## config.mk

```make
export PLATFORM = sky130hd
export DESIGN_NAME = sensor_frame_receiver
export DESIGN_NICKNAME = d
export VERILOG_FILES = /design/src/hdl/sfr_pkg.sv /design/src/hdl/sfr_parser.sv /design/src/hdl/sensor_frame_receiver.sv
export SDC_FILE = /design/constraint.sdc
export NUM_CORES = 1
export LEC_CHECK = 0
export BUFFER_PORTS_ARGS = -buffer_cell sky130_fd_sc_hd__buf_2
export CAP_MARGIN = 20
export CORE_MARGIN = 3
export CORE_UTILIZATION = 35
export DETAILED_ROUTE_END_ITERATION = 6
export SYNTH_ARGS = -nofsm -noshare
export SYNTH_HDL_FRONTEND = slang
export SYNTH_SLANG_ARGS = --single-unit
```

## constraint.sdc

```tcl
create_clock -name clk_i -period 11.75 [get_ports clk_i]
set_input_delay 2.35 -clock clk_i [delete_from_list [all_inputs] [get_ports clk_i]]
set_output_delay 2.35 -clock clk_i [all_outputs]
set_load 0.03 [all_outputs]
```

## src/hdl/sfr_pkg.sv

```systemverilog
`timescale 1ns / 1ps
`default_nettype none
// ----------------------------------------------------------------------------
// sfr_pkg
// Shared constants, codes and types of the sensor frame receiver.
// ----------------------------------------------------------------------------
package sfr_pkg;

  // frame bytes
  localparam logic [7:0] StartByte = 8'h68;
  localparam logic [7:0] MarkByte  = 8'h80;
  localparam logic [7:0] EndByte   = 8'h16;

  // payload bytes kept per frame, and bytes the report is built from
  localparam int unsigned PayloadBytes = 24;
  localparam int unsigned FieldBytes   = 24;
  localparam int unsigned PayloadIdxW  = $clog2(PayloadBytes);

  // channels that take part in matching and timing, and channel registers
  localparam int unsigned Channels    = 4;
  localparam int unsigned NumChanRegs = 4;

  localparam logic [15:0] LimitReset = 16'd6000;
  localparam logic [15:0] CountMax   = 16'hFFFF;
  localparam logic [2:0]  NoChannel  = 3'd4;

  typedef enum logic [2:0] {
    CfgChannelEnable = 3'd0,
    CfgChannelId0    = 3'd1,
    CfgChannelId1    = 3'd2,
    CfgChannelId2    = 3'd3,
    CfgChannelId3    = 3'd4,
    CfgSilenceLimit  = 3'd5
  } cfg_reg_e;

  typedef enum logic {
    OpByte = 1'b0,
    OpTick = 1'b1
  } op_e;

  typedef enum logic {
    KindFrame = 1'b0,
    KindTick  = 1'b1
  } kind_e;

  // completed frame as seen by the channel logic
  typedef struct packed {
    logic                       done;
    logic [7:0]                 id;
    logic [FieldBytes-1:0][7:0] data;
  } frame_t;

  typedef struct packed {
    logic        kind;
    logic [2:0]  matched_channel;
    logic [7:0]  sensor_id;
    logic [7:0]  status;
    logic [23:0] frame_number;
    logic [31:0] battery;
    logic [31:0] oxygen;
    logic [31:0] carbon_monoxide;
    logic [31:0] hydrogen_sulfide;
    logic [31:0] explosive_gas;
    logic [4:0]  alarm_mask;
    logic [3:0]  timeout_mask;
  } result_t;

endpackage
`default_nettype wire

```

## src/hdl/sfr_parser.sv

```systemverilog
`timescale 1ns / 1ps
`default_nettype none
// ----------------------------------------------------------------------------
// sfr_parser
// Byte-level frame parser: start, id, mark, length, data, checksum, end.
// ----------------------------------------------------------------------------
module sfr_parser (
  input  wire logic           clk_i,
  input  wire logic           rst_ni,
  input  wire logic           byte_valid_i,
  input  wire logic [7:0]     byte_i,
  output sfr_pkg::frame_t     frame_o
);

  typedef enum logic [2:0] {
    PhHunt = 3'd0,
    PhId   = 3'd1,
    PhMark = 3'd2,
    PhLen  = 3'd3,
    PhData = 3'd4,
    PhSum  = 3'd5,
    PhEnd  = 3'd6
  } phase_e;

  phase_e     phase_q;
  logic [7:0] id_q;
  logic [7:0] len_q;
  logic [7:0] count_q;
  logic [7:0] sum_q;
  logic [7:0] store_q [sfr_pkg::PayloadBytes];

  logic [7:0] count_inc;
  phase_e     resync_phase;

  assign count_inc    = count_q + 8'd1;
  assign resync_phase = (byte_i == sfr_pkg::StartByte) ? PhId : PhHunt;

  always_ff @(posedge clk_i or negedge rst_ni) begin
    if (!rst_ni) begin
      phase_q <= PhHunt;
      id_q    <= '0;
      len_q   <= '0;
      count_q <= '0;
      sum_q   <= '0;
    end else if (byte_valid_i) begin
      unique case (phase_q)
        PhHunt: phase_q <= resync_phase;
        PhId: begin
          id_q    <= byte_i;
          phase_q <= PhMark;
        end
        PhMark: phase_q <= (byte_i == sfr_pkg::MarkByte) ? PhLen : resync_phase;
        PhLen: begin
          len_q   <= byte_i;
          count_q <= '0;
          sum_q   <= '0;
          phase_q <= (byte_i == 8'd0) ? PhSum : PhData;
        end
        PhData: begin
          sum_q   <= sum_q + byte_i;
          count_q <= count_inc;
          if (count_inc == len_q) begin
            phase_q <= PhSum;
          end
        end
        PhSum: phase_q <= (byte_i == sum_q) ? PhEnd : resync_phase;
        // a good end byte is never a start byte, so resync covers both
        PhEnd: phase_q <= resync_phase;
        default: phase_q <= PhHunt;
      endcase
    end
  end

  // bytes past the payload store still count toward the checksum
  always_ff @(posedge clk_i) begin
    if (byte_valid_i && (phase_q == PhData) &&
        (count_q < 8'(sfr_pkg::PayloadBytes))) begin
      store_q[count_q[sfr_pkg::PayloadIdxW-1:0]] <= byte_i;
    end
  end

  always_comb begin
    frame_o.done = byte_valid_i && (phase_q == PhEnd) && (byte_i == sfr_pkg::EndByte);
    frame_o.id   = id_q;
    for (int k = 0; k < sfr_pkg::FieldBytes; k++) begin
      // bytes beyond the declared length read as zero
      frame_o.data[k] = (8'(k) < len_q) ? store_q[k] : 8'd0;
    end
  end

endmodule
`default_nettype wire

```

## src/hdl/sensor_frame_receiver.sv

```systemverilog
`timescale 1ns / 1ps
`default_nettype none
// ----------------------------------------------------------------------------
// sensor_frame_receiver
// Sensor frame parser with channel matching, alarms and silence timers.
// ----------------------------------------------------------------------------
// Takes one beat per clock unless stalled: a received byte or a time tick.
// Parser state, channel alarms and silence counters are all updated in the
// cycle the beat is accepted, so the sustained rate is one beat per cycle
// while reports are taken. A closing end byte of a valid frame yields a frame
// report, a tick yields a timeout report, and other bytes yield nothing.
// Reports are registered into a two-entry output buffer as their beat is
// accepted; the input stalls only while both hold reports not yet taken.
// The user must write configuration only while the block is idle; unchecked.
module sensor_frame_receiver (
  input  wire logic        clk_i,
  input  wire logic        rst_ni,
  input  wire logic        cfg_we_i,
  input  wire logic [2:0]  cfg_index_i,
  input  wire logic [15:0] cfg_data_i,
  input  wire logic        in_valid_i,
  output logic             in_stall_o,
  input  wire logic        operation_i,
  input  wire logic [7:0]  rx_byte_i,
  output logic             out_valid_o,
  input  wire logic        out_stall_i,
  output logic             result_kind_o,
  output logic [2:0]       matched_channel_o,
  output logic [7:0]       frame_sensor_id_o,
  output logic [7:0]       frame_status_o,
  output logic [23:0]      frame_number_o,
  output logic [31:0]      battery_bits_o,
  output logic [31:0]      oxygen_bits_o,
  output logic [31:0]      carbon_monoxide_bits_o,
  output logic [31:0]      hydrogen_sulfide_bits_o,
  output logic [31:0]      explosive_gas_bits_o,
  output logic [4:0]       alarm_mask_o,
  output logic [3:0]       timeout_mask_o
);

  // configuration
  logic [3:0]  enable_q;
  logic [15:0] chan_id_q [sfr_pkg::NumChanRegs];
  logic [15:0] limit_q;

  // channel state
  logic [3:0]  alarm_q, alarm_d;
  logic [15:0] silence_q [sfr_pkg::NumChanRegs];
  logic [15:0] silence_d [sfr_pkg::NumChanRegs];

  // output buffer
  sfr_pkg::result_t buf_q [2];
  logic             wr_ptr_q, rd_ptr_q;
  logic [1:0]       count_q;

  logic             in_accept;
  logic             is_tick;
  logic             push, pop;
  sfr_pkg::frame_t  frame;
  sfr_pkg::result_t result;
  logic [2:0]       hit;
  logic [3:0]       flags;
  logic [15:0]      inc;

  assign in_stall_o = (count_q == 2'd2);
  assign in_accept  = in_valid_i && !in_stall_o;
  assign is_tick    = (operation_i == sfr_pkg::OpTick);

  sfr_parser u_parser (
    .clk_i       (clk_i),
    .rst_ni      (rst_ni),
    .byte_valid_i(in_accept && !is_tick),
    .byte_i      (rx_byte_i),
    .frame_o     (frame)
  );

  always_ff @(posedge clk_i or negedge rst_ni) begin
    if (!rst_ni) begin
      enable_q <= '0;
      limit_q  <= sfr_pkg::LimitReset;
      for (int n = 0; n < sfr_pkg::NumChanRegs; n++) begin
        chan_id_q[n] <= '0;
      end
    end else if (cfg_we_i) begin
      unique case (cfg_index_i)
        sfr_pkg::CfgChannelEnable: enable_q     <= cfg_data_i[3:0];
        sfr_pkg::CfgChannelId0:    chan_id_q[0] <= cfg_data_i;
        sfr_pkg::CfgChannelId1:    chan_id_q[1] <= cfg_data_i;
        sfr_pkg::CfgChannelId2:    chan_id_q[2] <= cfg_data_i;
        sfr_pkg::CfgChannelId3:    chan_id_q[3] <= cfg_data_i;
        sfr_pkg::CfgSilenceLimit:  limit_q      <= cfg_data_i;
        default: ;
      endcase
    end
  end

  // first enabled channel whose id equals the frame id wins
  always_comb begin
    hit = sfr_pkg::NoChannel;
    for (int n = sfr_pkg::Channels - 1; n >= 0; n--) begin
      if (enable_q[n] && (chan_id_q[n] == {8'd0, frame.id})) begin
        hit = 3'(n);
      end
    end
  end

  always_comb begin
    alarm_d = alarm_q;
    flags   = '0;
    inc     = '0;
    for (int n = 0; n < sfr_pkg::NumChanRegs; n++) begin
      silence_d[n] = silence_q[n];
    end
    if (in_accept && is_tick) begin
      for (int n = 0; n < sfr_pkg::Channels; n++) begin
        inc = (silence_q[n] != sfr_pkg::CountMax) ? silence_q[n] + 16'd1 : silence_q[n];
        silence_d[n] = inc;
        if (inc >= limit_q) begin
          if (enable_q[n]) begin
            silence_d[n] = limit_q;
            flags[n]     = 1'b1;
          end else begin
            silence_d[n] = '0;
          end
        end
      end
    end else if (frame.done && (hit != sfr_pkg::NoChannel)) begin
      alarm_d[hit[1:0]]   = (frame.data[0] == 8'd1);
      silence_d[hit[1:0]] = '0;
    end
  end

  always_comb begin
    result = '0;
    if (is_tick) begin
      result.kind         = sfr_pkg::KindTick;
      result.timeout_mask = flags;
    end else begin
      result.kind             = sfr_pkg::KindFrame;
      result.matched_channel  = hit;
      result.sensor_id        = frame.id;
      result.status           = frame.data[0];
      result.frame_number     = frame.data[3:1];
      result.battery          = frame.data[7:4];
      result.oxygen           = frame.data[11:8];
      result.carbon_monoxide  = frame.data[15:12];
      result.hydrogen_sulfide = frame.data[19:16];
      result.explosive_gas    = frame.data[23:20];
      result.alarm_mask       = {|alarm_d, alarm_d};
    end
  end

  always_ff @(posedge clk_i or negedge rst_ni) begin
    if (!rst_ni) begin
      alarm_q <= '0;
      for (int n = 0; n < sfr_pkg::NumChanRegs; n++) begin
        silence_q[n] <= '0;
      end
    end else begin
      alarm_q <= alarm_d;
      for (int n = 0; n < sfr_pkg::NumChanRegs; n++) begin
        silence_q[n] <= silence_d[n];
      end
    end
  end

  assign push = in_accept && (is_tick || frame.done);
  assign pop  = out_valid_o && !out_stall_i;

  always_ff @(posedge clk_i or negedge rst_ni) begin
    if (!rst_ni) begin
      wr_ptr_q <= 1'b0;
      rd_ptr_q <= 1'b0;
      count_q  <= '0;
    end else begin
      if (push) begin
        wr_ptr_q <= !wr_ptr_q;
      end
      if (pop) begin
        rd_ptr_q <= !rd_ptr_q;
      end
      count_q <= count_q + {1'b0, push} - {1'b0, pop};
    end
  end

  always_ff @(posedge clk_i) begin
    if (push) begin
      buf_q[wr_ptr_q] <= result;
    end
  end

  assign out_valid_o             = (count_q != 2'd0);
  assign result_kind_o           = buf_q[rd_ptr_q].kind;
  assign matched_channel_o       = buf_q[rd_ptr_q].matched_channel;
  assign frame_sensor_id_o       = buf_q[rd_ptr_q].sensor_id;
  assign frame_status_o          = buf_q[rd_ptr_q].status;
  assign frame_number_o          = buf_q[rd_ptr_q].frame_number;
  assign battery_bits_o          = buf_q[rd_ptr_q].battery;
  assign oxygen_bits_o           = buf_q[rd_ptr_q].oxygen;
  assign carbon_monoxide_bits_o  = buf_q[rd_ptr_q].carbon_monoxide;
  assign hydrogen_sulfide_bits_o = buf_q[rd_ptr_q].hydrogen_sulfide;
  assign explosive_gas_bits_o    = buf_q[rd_ptr_q].explosive_gas;
  assign alarm_mask_o            = buf_q[rd_ptr_q].alarm_mask;
  assign timeout_mask_o          = buf_q[rd_ptr_q].timeout_mask;

endmodule
`default_nettype wire

```

Word level (Yosys, flattened, before mapping)

Memory sizes are Yosys's and may differ from the RTL's.
Index checks and enable logic that the tools add are counted.

Word-level logic and storage cells: 206
Bits in writable memories: 618
Output and inout bits: 215
Bits in latches: 0
Input bits: 33
Bits in registers: 191
ROM bits: 0
Memories: 2

Divide/modulo/power cells: 0
Mux-type cells: 73
Multipliers: 0
$lt $le $gt $ge: 33
Reductions and logical operators: 40
Equal/unequal tests: 28
Bitwise gates (word level): 3
Add/subtract/negate cells: 8
Shifts and indexed selects: 0

Memories:

| memory           | words | bits a word | rd ports | clocked after Yosys merged registers in | wr ports | line                        | source |
|---|---|---|---|---|---|---|---|
| buf_q            | 2     | 213         | 1        | 0                                       | 1        | sensor_frame_receiver.sv:52 | `sfr_pkg::result_t buf_q [2];` |
| u_parser.store_q | 24    | 8           | 24       | 0                                       | 1        | sfr_parser.sv:30            | `logic [7:0] store_q [sfr_pkg::PayloadBytes];` |

Operators with widths:

| cell                    | number |
|---|---|
| $mux W16                | 13 |
| $mux W208               | 1 |
| $mux W8                 | 24 |
| $mux W64                | 2 |
| $add A16 B1 Y16 const B | 4 |
| $and A64 B64 Y64        | 1 |
| $eq A16 B8 Y1           | 4 |
| $ge A16 B16 Y1          | 4 |
| $lt A4 B8 Y1 const A    | 8 |
| $lt A5 B8 Y1 const A    | 8 |
| $ne A16 B16 Y1 const B  | 4 |
| $not A64 Y64            | 1 |
| $demux W16 S2           | 1 |
| $lt A3 B8 Y1 const A    | 4 |
| $pmux W8 S2             | 2 |
| $mux W3                 | 7 |
| $reduce_and A2 Y1       | 10 |
| $pmux W3 S6             | 1 |
| $eq A8 B8 Y1            | 2 |
| $logic_and A1 B1 Y1     | 16 |
| $lt A1 B8 Y1 const A    | 2 |
| $lt A2 B8 Y1 const A    | 2 |
| $mux W1                 | 16 |
| $mux W4                 | 4 |
| other kinds (29)        | 44 |

Longest topological paths before layout

Gate-level depths: netlist (run 1).

Depth after elaboration: 15
Mapped depth: 17
Gate-level depth less buffers: 15

Hierarchy

A second synthesis (run 1) with hierarchy kept.

Cell total of the unflattened synthesis: 2589
Area, all modules: 36399.9 µm²

Modules (own cells, without submodules):

| module                | seq. area each (µm²) | cells each | area an instance (µm²) | instances |
|---|---|---|---|---|
| sensor_frame_receiver | 16704.8              | 1914       | 26924.6                | 1 |
| sfr_parser            | 6641.4               | 675        | 9475.3                 | 1 |

Least setup slack after synthesis (run 1)

Ideal clock, no wire load.

Kind: input -> register
From: in rx_byte_i[3]
To: mem buf_q[1][0] in the netlist's numbering (enable)
Slack: -2.170 ns
Arrival time: 13.104 ns
Setup time: 0.816 ns
Data required time: 10.934 ns
Path buffers: 1
Stages: 6
Path through: or3_1 -> or4_4 -> nor4_4 -> buf_6 -> nor2_1 -> nor2b_1

Word-level cells in the longest chain between the ends: 6

RTL lines:

| what                          | line                         | source |
|---|---|---|
| start: declaration            | sensor_frame_receiver.sv:24  | `input wire logic [7:0] rx_byte_i,` |
| $eq A8 B5 Y1                  | sfr_parser.sv:83             | `frame_o.done = byte_valid_i && (phase_q == PhEnd) && (byte_i == sfr_pkg::EndByte);` |
| $logic_and A1 B1 Y1           | sfr_parser.sv:83             |  |
| $logic_or A1 B1 Y1            | sensor_frame_receiver.sv:167 | `assign push = in_accept && (is_tick \|\| frame.done);` |
| $logic_and A1 B1 Y1           | sensor_frame_receiver.sv:167 |  |
| $mux W1                       | sensor_frame_receiver.sv:187 | `if (push) begin` |
| $mux W1 (not written as such) | sensor_frame_receiver.sv:188 | `buf_q[wr_ptr_q] <= result;` |
| end: declaration              | sensor_frame_receiver.sv:52  |  |

Every way passes these cells.

Worst setup path after layout (run 1)

From: in rx_byte_i[3]
To: mem buf_q[0][87] in the netlist's numbering (enable)

Same word-level chain as after synthesis.

==> key figures, run 1 <==
STA
  – Final Max Slew Viols: 0
  – Clk_skew: 0.0278 ns
  – Setup Total Neg Slack: 0 ns
  – Endpoints failing setup: 0
  – RSZ-0062 raised after global routing: false
  – Slack of the critical path: 5.66 ns
  – Rel. slew slack: 28.8%
  – Shortest period the worst path allows: 6.09 ns
  – Period utilisation layout: 51.8%
  – Hold Fails Final Rpt: 0
  – Hold WS: 0.495 ns
  – Worst slew pin tran: 1.07 ns
  – Max frequency: 164 MHz

Setup path
  – Worst Path Arrival: 6.36 ns
  – Worst-path fanout max: 139
  – Setup CP Type: input port to flip-flop
  – CP Capture Type: flip-flop
  – CP endpoint: buf_q[0][87]
  – Setup slack, reg-to-reg: 6.93 ns
  – CP required: 12.02 ns
  – Crit Reg-Reg Endpoint: silence_q[43]
  – Critical path startpoint: rx_byte_i[3]
  – Worst flop-to-flop path startpoint: silence_q[35]
  – Nature of the critical path startpoint: input port
  – FF-to-FF path depth: 16

Yosys
  – Seq cells post-synth: 809
  – Synth Warn #: 0
  – Synth Instances: 2358
  – Number of synthesized flops with an enable pin: 618
  – Avg Cell Area, Syn: 14.7 um^2
  – Post-synth cell types: 66
  – Cell Area, Synth: 34700 um^2
  – Synthesized Nets: 2473
  – Seq/Total Area, Yosys: 67.3%
  – Main flop type after synthesis: edfxtp_1
  – Share of flip-flops with an asynchronous set or reset: 23.6%

Clock tree
  – Resize count post-CTS: 0
  – H-tree Lvls: 3
  – Maximum root-to-sink buffer count: 3
  – Worst-Skew Late Latency: 0.65 ns
  – Clock Sinks: 809
  – Root buffer cell: clkbuf_16
  – TritonCTS buffer count: 85
  – Reg clk slew, reported paths: 0.06 ns
  – Post-CTS setup buffer count: 0
  – CTS tree: built
  – Hold buffer count at cts: 0

Power and ir drop
  – Peak supply drop: 0.178 mV
  – Leakage dissipation: 15.0 nW
  – Pwr/cell area: 239 nW/um^2

Global route
  – Global Route Usage Sum: 16.5%
  – Vias in the first global route: 20368
  – Pin count of the biggest net entering global routing: 140
  – Grt total ovfl: 0
  – Initial antenna violation count: 2
  – First-pass GRT wire length: 129000 um

Placement
  – RePlAce Congestion: 0.838
  – Port Buf Inserts: 247
  – Pre-CTS setup slack: 4.88 ns
  – Post-DP HPWL: 57500 um
  – Placed cells: 3819
  – Post-DP Area: 37400 um^2

Die
  – Area of the core: 97400 um^2
  – FP Rows: 114
  – Starting density of the core: 35.6%
  – Die height: 321 um
  – DIE AREA: 103000 um^2
  – Die Wd: 321 um
  – Ports: 248

Drt
  – Vias: 20635
  – Antenna Nets Post-Route: 0
  – Drc violations: 0
  – Initial DRT Pass Iterations: 5
  – Wire per inst: 21.8 um
  – Final WL: 86900 um
  – DR iter-0 viols: 1818
  – Vias per cell: 5.18

Layout
  – Finished Layout Cells: 3981
  – Share of layout cells above drive strength 1: 27.8%
  – Final net count: 2748
  – Finished Cell Area: 40300 um^2
  – Layout area overhead: 16.2%

Flow run
  – Max-capacitance violation count: 0

Hold path
  – Type of the worst min-delay path: flip-flop to flip-flop

Run status
  – Status: finished, final reports clean
==> synthesized netlist by cell type (4+ instances only) <==
master	instances	area share, %
a21oi_1	55	0.79
a221o_1	31	0.89
buf_2	4	0.058
o311ai_0	4	0.10
or3_1	9	0.16
edfxtp_1	618	54
dfstp_2	7	0.53
nor4_1	18	0.32
a22o_1	15	0.38
a31oi_1	13	0.23
nor4b_1	4	0.10
or2_2	6	0.11
nand2b_1	10	0.18
nor3_1	45	0.65
buf_1	4	0.043
o21a_1	10	0.22
nor2_1	109	1.2
nand3_1	48	0.69
mux2_2	318	10
dfrtp_1	184	13
xnor2_1	71	1.8
nand4b_1	4	0.10
a22oi_1	4	0.087
and3_1	27	0.49
or4_1	5	0.11
and2_1	183	3.3
nand2_1	136	1.5
ha_1	81	2.9
xor2_1	21	0.53
nor2b_1	29	0.52
nor3b_1	4	0.087
a211oi_1	5	0.11
inv_1	35	0.38
clkbuf_1	75	0.81
nand4_1	26	0.47
a21o_1	31	0.67
o21ai_0	55	0.79
and4_1	6	0.15
==> worst max-delay path: stages <==
cell,delay (ns)
buf_2,0.10
buf_4,0.26
or3_1,0.45
or4_4,0.46
nor4_4,0.63
nor2_1,0.27
nor2_4,0.30
buf_12,0.58
buf_4,0.84
==> stage by stage <==
step | total power, mW | util (%)
3_5_place_dp | 7.01 | 38.4
3_3_place_gp | 6.94 | 38.4
2_1_floorplan | 6.04 | -
4_1_cts | 9.71 | 41.3
5_1_grt | 10.1 | 41.4
6_report | 9.62 | 41.4
==> routing by layer <==
metal	up-vias	GRT usage (%)	share of wire, %	wire, um
met3	141	2.57	5.0	4360
li1	9368	-	-	-
met4	2	4.09	2.2	1900
met5	-	0	0.015	13
met1	10510	22.6	44	38400
met2	614	27.7	49	42200
==> power by group <==
part           total [mW]  switching (mW)  internal, mW
clock                2.68            1.13          1.55
combinational        3.03            1.92          1.11
sequential           3.91           0.325          3.59
total                9.62            3.37          6.25
==> registers in the layout, summed over array words and instances, names as in the netlist, 2 cells and up <==
signal,flops
chan_id_q,64
u_parser.phase_q,3
u_parser.count_q,8
u_parser.id_q,8
buf_q,426
count_q,2
u_parser.store_q,192
alarm_q,4
silence_q,64
limit_q,16
u_parser.len_q,8
u_parser.sum_q,8
enable_q,4
==> final cells by class <==
class	instances	area, um^2
well taps	1276	1600
clock inverters	50	558
inverters	35	131
diodes	1	2.50
repair buffers	274	1520
clock buffers	108	2250
fillers	8816	57100
flip-flops and latches	809	23300
multi-input cells	1428	10900
==> worst min-delay path by stage <==
| stage | startpoint | end | depth (start not counted) |
|---|---|---|---|
| floorplan | u_parser.sum_q[2] | u_parser.sum_q[2] | 2 |
| global placement | u_parser.sum_q[2] | u_parser.sum_q[2] | 2 |
| detailed placement | u_parser.sum_q[2] | u_parser.sum_q[2] | 2 |
| CTS | u_parser.sum_q[2] | u_parser.sum_q[2] | 2 |
| global route | chan_id_q[8] | chan_id_q[8] | 1 |
| finish | u_parser.sum_q[2] | u_parser.sum_q[2] | 2 |
==> cell usage in the layout (no fill, tap or decap), types with 7 or more instances in the layout <==
master     count
clkinv_2      12
and3_1        27
nand2b_1      10
dfstp_2        7
a22o_1        15
edfxtp_1     618
nor2_1       108
mux2_2       318
nand4_1       26
nor2b_1       28
clkbuf_1      20
ha_1          81
xor2_1        21
and2_1       183
buf_2        246
nor3_1        44
o21a_1        10
dfrtp_1      183
a221o_1       31
inv_1         35
buf_4         20
clkbuf_16     86
nand3_1       48
xnor2_1       71
clkinv_1      17
nand2_1      136
or3_1          9
a21o_1        31
bufinv_16      8
nor4_1        17
a31oi_1       13
a21oi_1       54
o21ai_0       55
==> cells by family (layout without fill, tap and decap cells) <==
family                   count (synthesis)  count (layout)  share of synthesized area [%]
flip-flops                             809             809                           67.3
multiplexers                           320             320                           10.4
buffers and inverters                  121             467                           1.39
AND/OR/NAND/NOR                        685             685                           10.6
AO/OA/AOI/OAI                          249             249                           4.97
adder cells (fa/ha/maj)                 82              82                           2.98
XOR/XNOR                                92              92                           2.32
other                                    0               1                              0
(Power assumes the default switching activity.)
==> run 2: changes to the inputs <==
==> constraint.sdc (replaced) <==
create_clock -name clk_i -period 5.3 [get_ports clk_i]
set_input_delay 1.06 -clock clk_i [delete_from_list [all_inputs] [get_ports clk_i]]
set_output_delay 1.06 -clock clk_i [all_outputs]
set_load 0.03 [all_outputs]
==> run 2 against run 1 <==
Non-clock buffer count rose by 3. Combinational power increased by 120%. Total power up 120%. Clock-buffer cell count grew 11. Sequential share of layout area about the same. Clock power grew 120%. Global-route usage rose by 0.30 points. Hold slack lost 0.045 ns. Die area unchanged. Sequential power increased by 120%. Register-to-register slack worse by 6.0 ns. Critical endpoint is now silence_q[54]. Largest power group unchanged.
==> key figures, run 2 (synthesis results as in run 1) <==
Clock tree
  – Clock Sinks: 809 (unchanged)
  – Reg clk slew, reported paths: 0.06 ns (about the same)
  – Resize count post-CTS: 0 (unchanged)
  – Hold buffer count at cts: 0 (unchanged)
  – Post-CTS setup buffer count: 0 (unchanged)
  – CTS tree: built
  – Root buffer cell: clkbuf_16
  – H-tree Lvls: 3 (unchanged)
  – Worst-Skew Late Latency: 0.66 ns (about the same)
  – TritonCTS buffer count: 86 (+1.2%)
  – Maximum root-to-sink buffer count: 3 (unchanged)

Power and ir drop
  – Sequential Power Share: 41.1% (+0.4 points)
  – Leakage dissipation: 15.1 nW (+0.14%)
  – Switching share of power: 35.2% (+0.18 points)
  – Pint: 13.8 mW (+120%)
  – Peak supply drop: 0.281 mV (+58%)
  – Clock network power share: 27.5% (-0.3 points)
  – Pwr/cell area: 528 nW/um^2 (+120%)
  – NetSw: 7.49 mW (+120%)
  – Gate power share: 31.4% (about the same)
  – Power Total: 21.3 mW (+120%)

Drt
  – Initial DRT Pass Iterations: 6 (+1)
  – Vias per cell: 5.16 (-0.39%)
  – Antenna Nets Post-Route: 0 (unchanged)
  – Final WL: 88100 um (+1.4%)
  – Wire per inst: 22.1 um (+1.3%)
  – Drc violations: 0 (unchanged)
  – Vias: 20576 (-0.29%)
  – DR iter-0 viols: 1697 (-6.7%)

Placement
  – Placed cells: 3824 (+0.13%)
  – Post-DP HPWL: 58700 um (+2.1%)
  – Post-DP Area: 37500 um^2 (+0.21%)
  – Port Buf Inserts: 247 (unchanged)
  – RePlAce Congestion: 0.880 (+5.0%)
  – Pre-CTS setup slack: 0.974 ns (-3.90 ns)

Setup path
  – Worst path cell trace: and4_1 -> nand4_2 -> nor4_4 -> nor2_1 -> nand3_1 -> xnor2_1 -> ha_1 -> a2111o_1 -> a31oi_1 -> o21ai_0 -> a21oi_1 -> buf_4 -> and2_1 -> a221o_1
  – Slowest-stage cell, CP: nor4_4
  – Worst Path Arrival: 4.97 ns (-1.39 ns)
  – Setup CP Type: flip-flop to flip-flop
  – CP Capture Type: flip-flop
  – Nature of the critical path startpoint: flip-flop
  – Crit-path leading delay family: simple AND/OR/NAND/NOR gates
  – Worst-path fanout max: 21 (-85%)
  – CP required: 5.89 ns (-6.13 ns)
  – Max incr delay on CP: 0.51 ns (-0.33 ns)
  – Buf/Inv on CP: 1 (-3)

Layout
  – Layout area overhead: 16.2% (about the same)
  – Final net count: 2752 (+0.15%)
  – Most common cell after layout, fill and taps aside: edfxtp_1
  – Share of layout cells above drive strength 1: 28.0% (+0.18 points)
  – Finished Cell Area: 40300 um^2 (about the same)
  – Reg with most FFs: buf_q
  – Max reg flops: 426 (unchanged)
  – Finished Layout Cells: 3985 (+0.10%)
  – Commonest cells after routing, fill and taps aside: edfxtp_1 (618), mux2_2 (318), buf_2 (247)

STA
  – Endpoints failing setup: 0 (unchanged)
  – Final Max Slew Viols: 0 (unchanged)
  – RSZ-0062 raised after global routing: false
  – Clk_skew: 0.0396 ns (+0.0118 ns)
  – Max frequency: 228 MHz
  – Slack of the critical path: 0.922 ns (-4.74 ns)
  – Hold WS: 0.450 ns (-0.0446 ns)
  – Worst slew pin tran: 0.998 ns (-0.0706 ns)
  – Shortest period the worst path allows: 4.38 ns
  – Rel. slew slack: 33.5% (+4.7 points)
  – Hold Fails Final Rpt: 0 (unchanged)
  – Period utilisation layout: 82.6%

Global route
  – Global Route Usage Sum: 16.8% (+0.30 points)
  – First-pass GRT wire length: 131000 um (+1.4%)
  – Vias in the first global route: 20689 (+1.6%)
  – Initial antenna violation count: 4 (+2)
  – Grt total ovfl: 0 (unchanged)
  – Pin count of the biggest net entering global routing: 118 (-16%)

Die
  – Starting density of the core: 35.6% (unchanged)
  – Die height: 321 um (unchanged)
  – Die Wd: 321 um (unchanged)
  – DIE AREA: 103000 um^2 (unchanged)
  – Area of the core: 97400 um^2 (unchanged)
  – Ports: 248 (unchanged)
  – FP Rows: 114 (unchanged)

Flow run
  – Max-capacitance violation count: 0 (unchanged)

Run status
  – Status: finished, final reports clean

Hold path
  – Type of the worst min-delay path: input port to async pin
[run 2: changes by cell type in the layout (fill, tap and decap cells not counted), moves of 3 or more]
cell	before	now
clkinv_1	17	9
clkbuf_1	20	26
bufinv_16	8	4
clkinv_2	12	16
buf_12	4	7
clkbuf_8	2	5
clkinvlp_4	5	2
[run 2: path summary, 6_finish.rpt]
kind                                 end  slack (ns)     startpoint  cells past startpoint
max in group asynchronous       rd_ptr_q        3.70         rst_ni                      2
min reg2reg                   count_q[1]        0.49     count_q[1]                      1
min in group clk_i            count_q[1]        0.49     count_q[1]                      1
min                         chan_id_q[9]        0.45         rst_ni                      1
max                        silence_q[54]        0.92  silence_q[52]                     14
max reg2reg                silence_q[54]        0.92  silence_q[52]                     14
[run 2: per-stage QoR]
stage                     util, %  TNS (ns)
after detailed placement     38.5         0
final                        41.4         0
after CTS                    41.4         0
after global routing         41.4         0
after floorplan                 -   -268.77
after global placement       38.5         0
[run 2: worst reg2reg max path, cell delays in order (launching register included)]
cell and delay [ns]:
dfrtp_1 0.43, and4_1 0.32, nand4_2 0.22, nor4_4 0.51, nor2_1 0.24, nand3_1 0.15
xnor2_1 0.16, ha_1 0.30, a2111o_1 0.37, a31oi_1 0.17, o21ai_0 0.12, a21oi_1 0.34
buf_4 0.31, and2_1 0.43, a221o_1 0.25
[run 2: cell type report]
class / count / area (um^2)
Antenna cell: 1 / 2.50
Clock buffer: 119 / 2370
Clock inverter: 40 / 410
Fill cell: 8810 / 57100
Inverter: 35 / 131
Multi-Input combinational cell: 1428 / 10900
Sequential cell: 809 / 23300
Tap cell: 1276 / 1600
Timing Repair Buffer: 277 / 1550
[run 2: power groups by stage]
stage / clock, mW / sequential, mW / combinational, mW
finish: 5.85 / 8.74 / 6.68
CTS: 6.00 / 8.74 / 6.77
detailed placement: 0 / 8.85 / 6.73
floorplan: 0 / 8.46 / 4.89
global placement: 0 / 8.81 / 6.61
global route: 6.26 / 8.85 / 7.21
[run 2: layer usage]
metal / vias to the layer above / track usage [%] / wire length, um
met5: - / 0 / 13
met4: 2 / 4.35 / 2030
met3: 130 / 3.12 / 4690
met2: 609 / 27.8 / 42200
met1: 10457 / 23.0 / 39200
li1: 9378 / - / -
==> run 3: changes to the inputs <==
==> constraint.sdc (replaced) <==
create_clock -name clk_i -period 4.5 [get_ports clk_i]
set_input_delay 0.9 -clock clk_i [delete_from_list [all_inputs] [get_ports clk_i]]
set_output_delay 0.9 -clock clk_i [all_outputs]
set_load 0.03 [all_outputs]
==> run 3 against run 2 <==
Combinational power up 17%. Non-clock buffer count increased by 34. Wire length shrank 0.25%. Clock skew is 0.016 ns higher. Highest routed layer unchanged.
==> key figures, run 3 (synthesis results as in run 1) <==
Clock tree
  – CTS tree: built
  – Resize count post-CTS: 0 (unchanged)
  – Clock Sinks: 809 (unchanged)
  – TritonCTS buffer count: 89 (+3.5%)
  – Post-CTS setup buffer count: 0 (unchanged)
  – Hold buffer count at cts: 0 (unchanged)
  – Root buffer cell: clkbuf_16
  – Reg clk slew, reported paths: 0.06 ns (about the same)
  – H-tree Lvls: 3 (unchanged)
  – Maximum root-to-sink buffer count: 3 (unchanged)
  – Worst-Skew Late Latency: 0.68 ns (+0.02 ns)

Layout
  – Final net count: 2789 (+1.3%)
  – Finished Layout Cells: 4028 (+1.1%)
  – Layout area overhead: 17.7%
  – Most common cell after layout, fill and taps aside: edfxtp_1
  – Share of layout cells above drive strength 1: 29.1% (+1.1 points)
  – Max reg flops: 426 (unchanged)
  – Commonest cells after routing, fill and taps aside: edfxtp_1 (618), mux2_2 (318), buf_2 (246)
  – Reg with most FFs: buf_q

Drt
  – Wire per inst: 21.8 um (-1.3%)
  – Final WL: 87900 um (-0.25%)
  – Antenna Nets Post-Route: 0 (unchanged)
  – Initial DRT Pass Iterations: 7 (+1)
  – Drc violations: 0 (unchanged)
  – Vias: 20638 (+0.30%)
  – DR iter-0 viols: 1428 (-16%)
  – Vias per cell: 5.12 (-0.77%)

Hold path
  – Type of the worst min-delay path: input port to async pin

Setup path
  – Buf/Inv on CP: 1 (unchanged)
  – CP required: 5.09 ns (-0.80 ns)
  – Crit-path leading delay family: simple AND/OR/NAND/NOR gates
  – Max incr delay on CP: 0.49 ns (-0.02 ns)
  – Critical path startpoint: silence_q[52]
  – Worst path cell trace: and4_1 -> nand4_2 -> nor4_4 -> nor2_1 -> nand3_1 -> xnor2_1 -> ha_1 -> a2111o_1 -> a31oi_1 -> o21ai_0 -> a21oi_1 -> buf_4 -> and2_1 -> a221o_1
  – Setup CP Type: flip-flop to flip-flop
  – Nature of the critical path startpoint: flip-flop
  – Slowest-stage cell, CP: nor4_4
  – Worst flop-to-flop path startpoint: silence_q[52]
  – Worst-path fanout max: 19 (-9.5%)
  – Worst Path Arrival: 4.67 ns (-0.30 ns)
  – CP Capture Type: flip-flop

Power and ir drop
  – Leakage dissipation: 15.3 nW (+1.8%)
  – Power Total: 25.4 mW (+20%)
  – Pwr/cell area: 624 nW/um^2 (+18%)
  – Peak supply drop: 0.409 mV (+45%)

Die
  – FP Rows: 114 (unchanged)
  – Die Wd: 321 um (unchanged)
  – Area of the core: 97400 um^2 (unchanged)
  – Ports: 248 (unchanged)
  – DIE AREA: 103000 um^2 (unchanged)
  – Starting density of the core: 35.6% (unchanged)
  – Die height: 321 um (unchanged)

Global route
  – Pin count of the biggest net entering global routing: 91 (-23%)
  – Global Route Usage Sum: 16.9% (+0.059 points)
  – First-pass GRT wire length: 133000 um (+1.2%)
  – Vias in the first global route: 20987 (+1.4%)
  – Initial antenna violation count: 3 (-1)
  – Grt total ovfl: 0 (unchanged)

STA
  – Setup Total Neg Slack: 0 ns (unchanged)
  – Shortest period the worst path allows: 4.08 ns (-0.298 ns)
  – Worst slew pin tran: 1.04 ns (+0.0427 ns)
  – Endpoints failing setup: 0 (unchanged)
  – Slack of the critical path: 0.421 ns (-0.502 ns)
  – Hold Fails Final Rpt: 0 (unchanged)
  – RSZ-0062 raised after global routing: false
  – Clk_skew: 0.0552 ns (+0.0156 ns)
  – Max frequency: 245 MHz (+7.3%)
  – Period utilisation layout: 90.7% (+8.1 points)
  – Rel. slew slack: 30.4% (-3.1 points)
  – Final Max Slew Viols: 0 (unchanged)

Placement
  – Port Buf Inserts: 247 (unchanged)
  – Placed cells: 3858 (+0.89%)
  – Post-DP HPWL: 59300 um (+1.1%)
  – Pre-CTS setup slack: 0.466 ns (-0.508 ns)
  – RePlAce Congestion: 0.873 (-0.80%)

Run status
  – Status: finished, final reports clean

Flow run
  – Max-capacitance violation count: 0 (unchanged)
-- run 3: changes by cell type in the layout (fill, tap and decap cells not counted), moves of 2 or more --
cell and delta:
clkbuf_1 -9, buf_4 +32, clkinvlp_4 +2, bufinv_16 +4
buf_12 +2, clkinv_2 -6, clkinv_4 +3, clkbuf_16 +2
clkinv_1 +9
-- run 3: where the power goes --
part           internal [mW]  switching (mW)
Combinational           2.95            4.88
Sequential              9.36           0.921
Clock                   4.28            3.05
-- run 3: final timing paths --
check                                          to  depth (start not counted)  slack (ns)
worst max register to register      silence_q[52]                         14        0.42
worst max-delay path                silence_q[52]                         14        0.42
worst min register to register  u_parser.sum_q[2]                          2        0.49
max in group asynchronous              limit_q[8]                          2        3.26
worst min-delay path                 chan_id_q[7]                          1        0.34
min in group clk_i              u_parser.sum_q[2]                          2        0.49
-- run 3: routing by layer --
metal	routed length [um]	global-route usage, %	up-vias	share of wire [%]
li1	-	-	9461	-
met1	39100	23.1	10468	45
met2	42500	28.2	598	48
met3	4760	2.93	109	5.4
met4	1530	3.88	2	1.7
met5	15	0	-	0.017
-- run 3: worst reg2reg max path, delay by kind of cell (launching register included) --
family | cells | cell delay [ns]
AO/OA/AOI/OAI | 5 | 1.03
XOR/XNOR | 1 | 0.17
buffers and inverters | 1 | 0.25
AND/OR/NAND/NOR | 6 | 1.83
flip-flops | 1 | 0.42
adder cells (fa/ha/maj) | 1 | 0.31
-- run 3: layout make-up --
type / instances / area (um^2)
sequential: 809 / 23300
tap: 1276 / 1600
timing repair buffer: 311 / 1830
antenna: 2 / 5.00
inverter: 35 / 131
clock inverter: 54 / 601
multi-input combinational: 1428 / 10900
fill: 8862 / 56600
clock buffer: 113 / 2400
-- run 3: through the flow --
step	area (um^2)	hold slack [ns]	util (%)
after CTS	40800	0.346	41.9
after floorplan	34700	0.454	-
final	40800	0.338	41.9
after global placement	37800	0.469	38.8
after detailed placement	37800	0.480	38.8
after global routing	40800	0.383	41.9
